`config.mk`:
```
export PLATFORM = sky130hd
export DESIGN_NAME = elementwise_integer_alu_flat
export DESIGN_NICKNAME = d
export VERILOG_FILES = /design/src/eia_pkg.sv /design/src/eia_stream_if.sv /design/src/eia_datapath.sv /design/src/eia_ctrl.sv /design/src/elementwise_integer_alu.sv /design/src/flat_wrapper.sv
export SDC_FILE = /design/constraint.sdc
export NUM_CORES = 2
export LEC_CHECK = 0
export BUFFER_PORTS_ARGS = -buffer_cell sky130_fd_sc_hd__buf_2
export CORE_MARGIN = 2
export CORE_UTILIZATION = 50
export CTS_BUF_LIST = sky130_fd_sc_hd__clkbuf_16
export CTS_CLUSTER_SIZE = 20
export DETAILED_ROUTE_END_ITERATION = 12
export PLACE_DENSITY_LB_ADDON = 0.05
export SETUP_SLACK_MARGIN = 0.2
export SLEW_MARGIN = 10
export SYNTH_ARGS = -nofsm -noshare
export SYNTH_HDL_FRONTEND = slang
export SYNTH_HIERARCHICAL = 1
export SYNTH_SLANG_ARGS = --single-unit
```
`constraint.sdc`:
```
create_clock -name i_clk -period 15.4 [get_ports i_clk]
set_input_delay 3.08 -clock i_clk [delete_from_list [all_inputs] [get_ports i_clk]]
set_output_delay 3.08 -clock i_clk [all_outputs]
set_load 0.02 [all_outputs]
```
`src/eia_pkg.sv`:
```
// ----------------------------------------------------------------------------
// eia_pkg
// Shared types, operation codes and element-type helpers of the integer ALU.
// ----------------------------------------------------------------------------
package eia_pkg;

    localparam int unsigned DataW = 64;
    localparam int unsigned CntW  = 7;

    // Operation codes
    localparam logic [2:0] OP_ADD = 3'd0;
    localparam logic [2:0] OP_SUB = 3'd1;
    localparam logic [2:0] OP_MUL = 3'd2;
    localparam logic [2:0] OP_DIV = 3'd3;
    localparam logic [2:0] OP_POW = 3'd4;
    localparam logic [2:0] OP_NEG = 3'd5;
    // Unassigned operation codes; they produce a zero result.
    localparam logic [2:0] OP_RSVD6 = 3'd6;
    localparam logic [2:0] OP_RSVD7 = 3'd7;

    // Element type codes
    localparam logic [2:0] ET_I8  = 3'd0;
    localparam logic [2:0] ET_U8  = 3'd1;
    localparam logic [2:0] ET_I16 = 3'd2;
    localparam logic [2:0] ET_U16 = 3'd3;
    localparam logic [2:0] ET_I32 = 3'd4;
    localparam logic [2:0] ET_U32 = 3'd5;
    localparam logic [2:0] ET_I64 = 3'd6;
    localparam logic [2:0] ET_U64 = 3'd7;

    // Configuration register indexes
    localparam logic CFG_OPERATION = 1'b0;
    localparam logic CFG_ELEM_TYPE = 1'b1;

    localparam logic [2:0] ELEM_TYPE_RESET = ET_I32;

    // Controller to datapath commands
    typedef struct packed {
        logic load;      // capture operands and set up the operation
        logic step;      // run one iteration of the shared unit
        logic finish;    // form the final result
    } t_cmd;

    // Datapath to controller status
    typedef struct packed {
        logic iterative; // operation needs iterations
        logic done;      // iterations are complete
    } t_status;

    // Element width in bits
    function automatic logic [CntW-1:0] elem_width(input logic [2:0] et);
        logic [CntW-1:0] w;
        unique case (et[2:1])
            2'd0:    w = 7'd8;
            2'd1:    w = 7'd16;
            2'd2:    w = 7'd32;
            default: w = 7'd64;
        endcase
        return w;
    endfunction

    // Mask of the element width
    function automatic logic [DataW-1:0] elem_mask(input logic [2:0] et);
        logic [DataW-1:0] m;
        unique case (et[2:1])
            2'd0:    m = 64'h0000_0000_0000_00FF;
            2'd1:    m = 64'h0000_0000_0000_FFFF;
            2'd2:    m = 64'h0000_0000_FFFF_FFFF;
            default: m = 64'hFFFF_FFFF_FFFF_FFFF;
        endcase
        return m;
    endfunction

    // Sign bit of a value at the element width
    function automatic logic elem_sign(input logic [DataW-1:0] v, input logic [2:0] et);
        logic s;
        unique case (et[2:1])
            2'd0:    s = v[7];
            2'd1:    s = v[15];
            2'd2:    s = v[31];
            default: s = v[63];
        endcase
        return s;
    endfunction

endpackage

```
`src/eia_stream_if.sv`:
```
// ----------------------------------------------------------------------------
// eia_stream_if
// Valid/ready channel carrying one operand pair or one result.
// ----------------------------------------------------------------------------
interface eia_in_if;
    logic                       valid;
    logic                       ready;
    logic [eia_pkg::DataW-1:0]  lhs_value;
    logic [eia_pkg::DataW-1:0]  rhs_value;
    logic                       last_element;

    modport source (output valid, lhs_value, rhs_value, last_element, input ready);
    modport sink   (input valid, lhs_value, rhs_value, last_element, output ready);
endinterface

interface eia_out_if;
    logic                       valid;
    logic                       ready;
    logic [eia_pkg::DataW-1:0]  result_value;
    logic                       divide_by_zero;
    logic                       last_out;

    modport source (output valid, result_value, divide_by_zero, last_out, input ready);
    modport sink   (input valid, result_value, divide_by_zero, last_out, output ready);
endinterface

```
`src/eia_datapath.sv`:
```
// ----------------------------------------------------------------------------
// eia_datapath
// Operand registers, a shared 64-bit multiplier cut into 32x32 partial
// products, a radix-2 restoring divider and the square-and-multiply loop.
// ----------------------------------------------------------------------------
module eia_datapath (
    input  logic                       i_clk,
    input  logic                       i_rst_n,
    input  eia_pkg::t_cmd              i_cmd,
    input  logic [2:0]                 i_operation,
    input  logic [2:0]                 i_elem_type,
    input  logic [eia_pkg::DataW-1:0]  i_lhs,
    input  logic [eia_pkg::DataW-1:0]  i_rhs,
    output eia_pkg::t_status           o_status,
    output logic [eia_pkg::DataW-1:0]  o_result,
    output logic                       o_div_zero
);

    localparam int unsigned W = eia_pkg::DataW;

    // Multiply-phase codes: each 64x64 low product takes three partial products.
    localparam logic [2:0] MP_IDLE = 3'd0;
    localparam logic [2:0] MP_LL   = 3'd1;
    localparam logic [2:0] MP_LH   = 3'd2;
    localparam logic [2:0] MP_HL   = 3'd3;
    localparam logic [2:0] MP_DONE = 3'd4;

    logic [2:0]          r_op, r_et;
    logic [W-1:0]        r_a, r_b, n_a, n_b;     // multiplicands / divisor
    logic [W-1:0]        r_acc, n_acc;           // result or quotient
    logic [W-1:0]        r_rem, n_rem;           // remainder or exponent
    logic [W-1:0]        r_base, n_base;         // pow base
    logic [W-1:0]        r_prod, n_prod;         // product accumulator
    logic [2:0]          r_mp, n_mp;
    logic                r_sq, n_sq;             // pow: 0 multiply, 1 square
    logic [eia_pkg::CntW-1:0] r_cnt, n_cnt;
    logic                r_neg, n_neg, r_dz, n_dz, r_zero, n_zero;
    logic [W-1:0]        r_res, n_res;

    logic [W-1:0]        mask;
    logic [31:0]         mul_x, mul_y;
    logic [63:0]         mul_p;
    logic [W:0]          rem_sh;
    logic [W-1:0]        a_m, b_m, a_abs, b_abs;
    logic                a_s, b_s, sgn;

    assign mask = eia_pkg::elem_mask(i_elem_type);
    assign sgn  = ~i_elem_type[0];
    assign a_m  = i_lhs & mask;
    assign b_m  = i_rhs & mask;
    assign a_s  = sgn & eia_pkg::elem_sign(a_m, i_elem_type);
    assign b_s  = sgn & eia_pkg::elem_sign(b_m, i_elem_type);
    assign a_abs = a_s ? ((W'(0) - a_m) & mask) : a_m;
    assign b_abs = b_s ? ((W'(0) - b_m) & mask) : b_m;

    // One 32x32 multiplier, operand halves selected by the phase.
    always_comb begin
        case (r_mp)
            MP_LH:   begin mul_x = r_a[31:0];  mul_y = r_b[63:32]; end
            MP_HL:   begin mul_x = r_a[63:32]; mul_y = r_b[31:0];  end
            default: begin mul_x = r_a[31:0];  mul_y = r_b[31:0];  end
        endcase
    end
    assign mul_p  = mul_x * mul_y;
    assign rem_sh = {r_rem, r_acc[W-1]};

    // Next-state datapath logic
    always_comb begin
        n_a = r_a; n_b = r_b; n_acc = r_acc; n_rem = r_rem; n_base = r_base;
        n_prod = r_prod; n_mp = r_mp; n_sq = r_sq; n_cnt = r_cnt;
        n_neg = r_neg; n_dz = r_dz; n_zero = r_zero; n_res = r_res;
        if (i_cmd.load) begin
            n_dz = 1'b0; n_zero = 1'b0; n_neg = 1'b0; n_mp = MP_IDLE; n_sq = 1'b0;
            n_cnt = eia_pkg::elem_width(i_elem_type);
            n_a = a_m; n_b = b_m; n_acc = '0; n_rem = '0; n_prod = '0;
            case (i_operation)
                eia_pkg::OP_ADD: n_res = (a_m + b_m) & mask;
                eia_pkg::OP_SUB: n_res = (a_m - b_m) & mask;
                eia_pkg::OP_NEG: n_res = (W'(0) - a_m) & mask;
                eia_pkg::OP_MUL: n_mp = MP_LL;
                eia_pkg::OP_DIV: begin
                    n_dz  = (b_m == '0);
                    n_neg = a_s ^ b_s;
                    // dividend bits shift out of acc's top, quotient bits in at bottom
                    n_acc = a_abs << (W - 32'(eia_pkg::elem_width(i_elem_type)));
                    n_b   = b_abs;
                    n_res = '0;
                end
                eia_pkg::OP_POW: begin
                    n_zero = b_s;
                    n_acc  = 64'd1;
                    n_base = a_m;
                    n_rem  = b_m;
                end
                default: n_res = '0;
            endcase
        end else if (i_cmd.step) begin
            if (r_op == eia_pkg::OP_MUL || (r_op == eia_pkg::OP_POW && r_mp != MP_IDLE)) begin
                // Low 64 bits of a*b from three partial products
                case (r_mp)
                    MP_LL: begin n_prod = mul_p; n_mp = MP_LH; end
                    MP_LH: begin n_prod = r_prod + {mul_p[31:0], 32'd0}; n_mp = MP_HL; end
                    MP_HL: begin n_prod = r_prod + {mul_p[31:0], 32'd0}; n_mp = MP_DONE; end
                    default: n_mp = r_mp;
                endcase
                if (r_op == eia_pkg::OP_POW && r_mp == MP_HL) begin
                    n_mp = MP_IDLE;
                    if (n_sq) begin
                        n_base = (r_prod + {mul_p[31:0], 32'd0}) & mask;
                        n_rem  = r_rem >> 1;
                        n_cnt  = r_cnt - 1'b1;
                        n_sq   = 1'b0;
                    end else begin
                        n_acc = (r_prod + {mul_p[31:0], 32'd0}) & mask;
                        n_sq  = 1'b1;
                    end
                end
            end else if (r_op == eia_pkg::OP_POW) begin
                // Start a multiply (r*base) or a square (base*base)
                if (!r_sq && !r_rem[0]) n_sq = 1'b1;
                else begin
                    n_a  = r_sq ? r_base : r_acc;
                    n_b  = r_base;
                    n_mp = MP_LL;
                    n_sq = r_sq;
                end
            end else if (r_op == eia_pkg::OP_DIV) begin
                // Restoring divide step
                n_acc = {r_acc[W-2:0], 1'b0};
                if (rem_sh >= {1'b0, r_b}) begin
                    n_rem = W'(rem_sh - {1'b0, r_b});
                    n_acc[0] = 1'b1;
                end else begin
                    n_rem = rem_sh[W-1:0];
                end
                n_cnt = r_cnt - 1'b1;
            end
        end else if (i_cmd.finish) begin
            case (r_op)
                eia_pkg::OP_MUL: n_res = r_prod & mask;
                eia_pkg::OP_DIV: n_res = r_dz ? '0 :
                    ((r_neg ? (W'(0) - r_acc) : r_acc) & eia_pkg::elem_mask(r_et));
                eia_pkg::OP_POW: n_res = r_zero ? '0 : (r_acc & eia_pkg::elem_mask(r_et));
                default: n_res = r_res;
            endcase
        end
    end

    // Control registers
    always_ff @(posedge i_clk) begin
        if (!i_rst_n) begin
            r_mp <= MP_IDLE;
            r_sq <= 1'b0;
            r_cnt <= '0;
        end else begin
            r_mp <= n_mp;
            r_sq <= n_sq;
            r_cnt <= n_cnt;
        end
    end

    // Payload registers
    always_ff @(posedge i_clk) begin
        if (i_cmd.load) begin
            r_op <= i_operation;
            r_et <= i_elem_type;
        end
        r_a <= n_a; r_b <= n_b; r_acc <= n_acc; r_rem <= n_rem; r_base <= n_base;
        r_prod <= n_prod; r_neg <= n_neg; r_dz <= n_dz; r_zero <= n_zero; r_res <= n_res;
    end

    // Status: pow ends when no exponent bits remain or it is negative.
    always_comb begin
        o_status.iterative = (r_op == eia_pkg::OP_MUL) || (r_op == eia_pkg::OP_DIV && !r_dz) ||
                             (r_op == eia_pkg::OP_POW && !r_zero);
        case (r_op)
            eia_pkg::OP_MUL: o_status.done = (r_mp == MP_DONE);
            eia_pkg::OP_DIV: o_status.done = (r_cnt == '0);
            eia_pkg::OP_POW: o_status.done = (r_mp == MP_IDLE) && !r_sq && (r_rem == '0);
            default:         o_status.done = 1'b1;
        endcase
    end

    assign o_result   = r_res;
    assign o_div_zero = r_dz && (r_op == eia_pkg::OP_DIV);

    // The step counter never exceeds 64, the widest element width.
    a_div_cnt: assert property (@(posedge i_clk) disable iff (!i_rst_n)
        r_cnt <= 7'd64) else $error("divide counter out of range");
    // Load and step never come together.
    a_cmd_excl: assert property (@(posedge i_clk) disable iff (!i_rst_n)
        !(i_cmd.load && i_cmd.step)) else $error("load and step together");
    // The multiply phase changes only on load or step.
    a_mp_hold: assert property (@(posedge i_clk) disable iff (!i_rst_n)
        (!i_cmd.load && !i_cmd.step) |=> $stable(r_mp)) else $error("multiply phase moved");

endmodule

```
`src/eia_ctrl.sv`:
```
// ----------------------------------------------------------------------------
// eia_ctrl
// Controller: accepts a transaction, runs the datapath, presents the result.
// ----------------------------------------------------------------------------
module eia_ctrl (
    input  logic              i_clk,
    input  logic              i_rst_n,
    input  logic              i_in_valid,
    output logic              o_in_ready,
    output logic              o_out_valid,
    input  logic              i_out_ready,
    input  eia_pkg::t_status  i_status,
    output eia_pkg::t_cmd     o_cmd
);

    localparam logic [1:0] S_IDLE = 2'd0;
    localparam logic [1:0] S_RUN  = 2'd1;
    localparam logic [1:0] S_FIN  = 2'd2;
    localparam logic [1:0] S_OUT  = 2'd3;

    logic [1:0] r_state, n_state;

    // Next-state logic
    always_comb begin
        n_state = r_state;
        o_cmd   = '0;
        unique case (r_state)
            S_IDLE: begin
                if (i_in_valid) begin
                    o_cmd.load = 1'b1;
                    n_state    = S_RUN;
                end
            end
            S_RUN: begin
                if (!i_status.iterative || i_status.done) n_state = S_FIN;
                else o_cmd.step = 1'b1;
            end
            S_FIN: begin
                o_cmd.finish = 1'b1;
                n_state      = S_OUT;
            end
            S_OUT: begin
                if (i_out_ready) n_state = S_IDLE;
            end
            default: n_state = S_IDLE;
        endcase
    end

    always_ff @(posedge i_clk) begin
        if (!i_rst_n) r_state <= S_IDLE;
        else          r_state <= n_state;
    end

    assign o_in_ready  = (r_state == S_IDLE);
    assign o_out_valid = (r_state == S_OUT);

    // Output is held until taken.
    a_out_hold: assert property (@(posedge i_clk) disable iff (!i_rst_n)
        (o_out_valid && !i_out_ready) |=> o_out_valid) else $error("result dropped");
    // An accepted transaction always starts the datapath.
    a_accept: assert property (@(posedge i_clk) disable iff (!i_rst_n)
        (i_in_valid && o_in_ready) |=> (r_state == S_RUN)) else $error("accept lost");
    // Finish is issued only right before the result is shown.
    a_fin: assert property (@(posedge i_clk) disable iff (!i_rst_n)
        o_cmd.finish |=> o_out_valid) else $error("finish without output");

endmodule

```
`src/elementwise_integer_alu.sv`:
```
// ----------------------------------------------------------------------------
// elementwise_integer_alu
// Element-wise integer ALU: add, sub, mul, div, pow and negate on 8 to 64
// bit signed or unsigned elements, results wrapped to the element width.
// ----------------------------------------------------------------------------
//  Channel  Dir  Payload
//  in       in   lhs_value[63:0], rhs_value[63:0], last_element
//  out      out  result_value[63:0], divide_by_zero, last_out
//  cfg      in   i_cfg_we, i_cfg_index, i_cfg_data[2:0]
//
// One transaction at a time. Add, sub and negate pass the run and finish
// states to the output handshake; multiply uses three 32x32 products.
// Divide gives a quotient bit per step (radix-2 restoring). Power, on the
// shared multiplier, squares per exponent bit and multiplies per set bit.
// Synchronous active-low reset sets operation to add and type to i32.
// A stalled result holds the block; no new transaction is taken meanwhile.
module elementwise_integer_alu (
    input  logic        i_clk,
    input  logic        i_rst_n,
    input  logic        i_cfg_we,
    input  logic        i_cfg_index,
    input  logic [2:0]  i_cfg_data,
    eia_in_if.sink      in_ch,
    eia_out_if.source   out_ch
);

    logic [2:0]        r_operation, r_elem_type;
    logic              r_last;
    eia_pkg::t_cmd     cmd;
    eia_pkg::t_status  status;

    // Configuration registers
    always_ff @(posedge i_clk) begin
        if (!i_rst_n) begin
            r_operation <= eia_pkg::OP_ADD;
            r_elem_type <= eia_pkg::ELEM_TYPE_RESET;
        end else if (i_cfg_we) begin
            unique case (i_cfg_index)
                eia_pkg::CFG_OPERATION: r_operation <= i_cfg_data;
                eia_pkg::CFG_ELEM_TYPE: r_elem_type <= i_cfg_data;
                default: ;
            endcase
        end
    end

    // Last flag follows the transaction
    always_ff @(posedge i_clk) begin
        if (cmd.load) r_last <= in_ch.last_element;
    end

    eia_ctrl u_ctrl (
        .i_clk       (i_clk),
        .i_rst_n     (i_rst_n),
        .i_in_valid  (in_ch.valid),
        .o_in_ready  (in_ch.ready),
        .o_out_valid (out_ch.valid),
        .i_out_ready (out_ch.ready),
        .i_status    (status),
        .o_cmd       (cmd)
    );

    eia_datapath u_dp (
        .i_clk       (i_clk),
        .i_rst_n     (i_rst_n),
        .i_cmd       (cmd),
        .i_operation (r_operation),
        .i_elem_type (r_elem_type),
        .i_lhs       (in_ch.lhs_value),
        .i_rhs       (in_ch.rhs_value),
        .o_status    (status),
        .o_result    (out_ch.result_value),
        .o_div_zero  (out_ch.divide_by_zero)
    );

    assign out_ch.last_out = r_last;

endmodule
```
`src/flat_wrapper.sv`:
```
// flat-port wrapper written by rule: the top's interface ports become plain ports
module elementwise_integer_alu_flat 
  (i_clk, i_rst_n, i_cfg_we, i_cfg_index, i_cfg_data, in_ch_valid, in_ch_lhs_value, in_ch_rhs_value, in_ch_last_element, in_ch_ready, out_ch_valid, out_ch_result_value, out_ch_divide_by_zero, out_ch_last_out, out_ch_ready);
  eia_in_if in_ch_i ();
  eia_out_if out_ch_i ();
  input  logic i_clk;
  input  logic i_rst_n;
  input  logic i_cfg_we;
  input  logic i_cfg_index;
  input  logic [2:0] i_cfg_data;
  input wire logic [$bits(in_ch_i.valid)-1:0] in_ch_valid;
  input wire logic [$bits(in_ch_i.lhs_value)-1:0] in_ch_lhs_value;
  input wire logic [$bits(in_ch_i.rhs_value)-1:0] in_ch_rhs_value;
  input wire logic [$bits(in_ch_i.last_element)-1:0] in_ch_last_element;
  output wire logic [$bits(in_ch_i.ready)-1:0] in_ch_ready;
  output wire logic [$bits(out_ch_i.valid)-1:0] out_ch_valid;
  output wire logic [$bits(out_ch_i.result_value)-1:0] out_ch_result_value;
  output wire logic [$bits(out_ch_i.divide_by_zero)-1:0] out_ch_divide_by_zero;
  output wire logic [$bits(out_ch_i.last_out)-1:0] out_ch_last_out;
  input wire logic [$bits(out_ch_i.ready)-1:0] out_ch_ready;
  assign in_ch_i.valid = in_ch_valid;
  assign in_ch_i.lhs_value = in_ch_lhs_value;
  assign in_ch_i.rhs_value = in_ch_rhs_value;
  assign in_ch_i.last_element = in_ch_last_element;
  assign in_ch_ready = in_ch_i.ready;
  assign out_ch_valid = out_ch_i.valid;
  assign out_ch_result_value = out_ch_i.result_value;
  assign out_ch_divide_by_zero = out_ch_i.divide_by_zero;
  assign out_ch_last_out = out_ch_i.last_out;
  assign out_ch_i.ready = out_ch_ready;
  elementwise_integer_alu u_core (.i_clk(i_clk), .i_rst_n(i_rst_n), .i_cfg_we(i_cfg_we), .i_cfg_index(i_cfg_index), .i_cfg_data(i_cfg_data), .in_ch(in_ch_i), .out_ch(out_ch_i));
endmodule
```
==> impl_metrics.ini <==
[logic_synthesis]
synth_area_per_cell_um2 = 8.329
synth_area_um2 = 73290
ys_ff_latch = 476
ys_top_cells_by_area = fa_1 25%, edfxtp_1 16%, ha_1 7.3%
synth_flop_cell = edfxtp_1
async_flop_share = 0
yosysTopAreaCell = fa_1
synth_top_area_frac = 0.2456
synth_edf_count = 393
synth_cells = 8799
synth_fp_nets = 10266
ys_types = 114
synth_warnings = 6
yosysSeqAreaShare = 0.1837

[placed_design]
placed_cell_area_um2 = 76330
routabilityCongestion = 1.072
dpl.hpwl_mm = 270.6
io_buffers = 205

[hold_path]
hold_class = flip-flop to flip-flop
hold_start = u_core/u_dp/r_cnt[5]

[grt]
antenna_found_initial = 29
grt_max_degree = 80
grt_pass1_vias = 66630
grt_overflow = 0
track_usage = 0.4459
grt_pass1_wl_mm = 483.1

[final_layout]
drive_above_1_share = 0.07411
fin_nets = 10151
fin_area_um2 = 78310
fillerInstances = 13925
area_growth_pct = 6.849

[floorplan]
core_area_um2 = 145600
die_h_um = 386.9
die_area_um2 = 149700
num_rows = 140
ioPinCount = 206
start_util = 0.5035
die_x_um = 386.9

[setup_path]
max_stage_delay_ps = 990
cp.arrival_ps = 11960
cp_slowest_cell = mux2i_2
cp-startpoint = u_core/u_dp/r_mp[2]
cp_max_fo = 57
path_class = flip-flop to flip-flop
endpoint_kind = flip-flop
worst_setup_path_start_kind = flip-flop
path_common_cell = fa_1
worst_ep_required_time_ps = 15930
r2r-start = u_core/u_dp/r_mp[2]

[clocking]
cts_tree = done
clk_path_buf_depth = 3
ctsResizeCount = 0
clock-sinks = 476
cts-root-buf = clkbuf_16
htreeDepth = 2
clkTransAtPathRegs_ps = 60
postCtsHoldBufs = 0
clk_latency_ps = 700
post-cts-setup-buffer-count = 0
cts_made_buffers = 54

[routing]
m1WireLength_mm = 126.6
drc = 0
routed.top_layer = met5
ant_nets = 0
met3_length_mm = 41.08
dr.pass1.iters = 6
vias = 69158
wire_per_inst_um = 31.79
drt_wl_total_mm = 338.9
via_per_inst = 6.488
drtIter0Drc = 9533
wl_met2_mm = 141.7

[timing]
finalClockSkew_ps = 56.08
min_period_ps = 11430
worst_slew_pin_slew_ps = 1421
period_share = 0.7421
setup_violations = 0
drv_slew = 0
timing.fmax_mhz = 87.50
final_hold_viol_count = 0
rsz0062_at_grt = false
max-slew-margin-rel = 0.02583
fin_tns_setup_ps = 0

[outcome]
status = complete, no violations

[run]
maxCapViolCount = 0
cells in the final DEF (no fill, tap or decap), types with 65 or more instances in the layout:
master,netlist,layout
a21o_1,90,90
a21oi_1,580,578
a221oi_1,73,73
buf_2,31,205
buf_4,2,162
dfxtp_1,83,80
edfxtp_1,393,393
fa_1,899,899
ha_1,430,430
inv_1,1054,1060
mux2i_1,185,153
nand2_1,1298,1296
nand3_1,92,92
nand4_1,86,86
nor2_1,906,897
nor3_1,121,120
o21ai_0,398,378
o21ai_1,68,65
xnor2_1,221,221
xor2_1,201,201
routing by layer:
metal  vias up  global-route usage
li1      29263                   -
met5         -            0.001276
met1     34292              0.5809
met4        28              0.3044
met3       943              0.1138
met2      4632              0.6516
metrics by stage:
stage	instances	setup WS (ps)	utilization	hold WS, ps
floorplan	8799	3725	-	428.1
global placement	10542	4207	0.5240	471.2
detailed placement	10545	4315	0.5244	481.0
CTS	10647	4277	0.5377	489.5
global route	10650	3629	0.5378	499.7
finish	10660	3971	0.5380	503.9
sequential cells by signal, summed over array words and instances, names as in the netlist:
register,count
u_core/u_dp/o_result,64
u_core/u_dp/r_a,64
u_core/u_dp/r_acc,64
u_core/u_dp/r_b,64
u_core/u_dp/r_base,64
u_core/u_dp/r_prod,64
u_core/u_dp/r_rem,64
u_core/u_dp/r_cnt,7
u_core/r_elem_type,3
u_core/r_operation,3
u_core/u_dp/r_mp,3
u_core/u_dp/r_op,3
u_core/u_ctrl/r_state,2
u_core/u_dp/r_et,2
u_core/out_ch.last_out,1
u_core/u_dp/r_dz,1
u_core/u_dp/r_neg,1
u_core/u_dp/r_sq,1
u_core/u_dp/r_zero,1
final cells by class:
class / count / area (um2) / share of cell area
diodes: 13 / 32.53 / 0.0004154
clock buffers: 59 / 1476 / 0.01885
clock inverters: 43 / 470.5 / 0.006008
inverters: 1055 / 3965 / 0.05063
multi-input cells: 6726 / 54190 / 0.6920
flip-flops and latches: 476 / 13470 / 0.1720
well taps: 1917 / 2399 / 0.03063
repair buffers: 371 / 2307 / 0.02946
logic make-up (layout without fill, tap and decap cells):
| kind of cell | after synthesis | after routing | share of synthesized area |
|---|---|---|---|
| and+or+nand+nor | 2905 | 2905 | 0.1732 |
| muxes | 224 | 224 | 0.03172 |
| xor gates and xnor gates | 423 | 423 | 0.05076 |
| AOI/OAI and AO/OA | 1845 | 1845 | 0.1589 |
| DFF | 476 | 476 | 0.1837 |
| buffers and inverters | 1597 | 1528 | 0.08272 |
| other | 0 | 13 | 0 |
| adders and majority gates | 1329 | 1329 | 0.3190 |
synth_stat cells (35+ instances only):
cell type	n
nand2b_1	43
nand2_1	1298
nor4_1	36
and3_1	62
a21o_1	90
nor2b_1	48
a21oi_1	580
o21ai_0	398
nand3_1	92
fa_1	899
xor2_1	201
mux2i_1	185
edfxtp_1	393
a22oi_1	64
nand4_1	86
o31ai_1	60
ha_1	430
a211oi_1	62
buf_1	45
inv_1	1054
dfxtp_1	83
clkbuf_1	461
o2bb2ai_1	52
xnor2_1	221
nor2_1	906
o21ai_1	68
o21bai_1	49
a31oi_1	64
nor3_1	121
mux2_2	35
and2_1	60
a221oi_1	73
path summary, 6_finish.rpt:
path | end | slack (ps) | depth (start not counted)
worst min register to register | u_core/u_dp/r_cnt[5] | 500 | 2
worst max-delay path | u_core/u_dp/r_base[63] | 3970 | 31
worst max register to register | u_core/u_dp/r_base[63] | 3970 | 31
worst min-delay path | u_core/u_dp/r_cnt[5] | 500 | 2
worst max-delay path: cells and delay by family (launching register included):
| family | cells | cell delay [ps] |
|---|---|---|
| AO/OA/AOI/OAI | 8 | 2190 |
| XOR/XNOR | 2 | 920 |
| adder cells (fa/ha/maj) | 10 | 4940 |
| buffers and inverters | 5 | 970 |
| flip-flops | 1 | 500 |
| multiplexers | 1 | 990 |
| AND/OR/NAND/NOR | 5 | 700 |
Power is not shown: default switching activity piles up to over one toggle a cycle in this logic, so the estimate is an artifact.
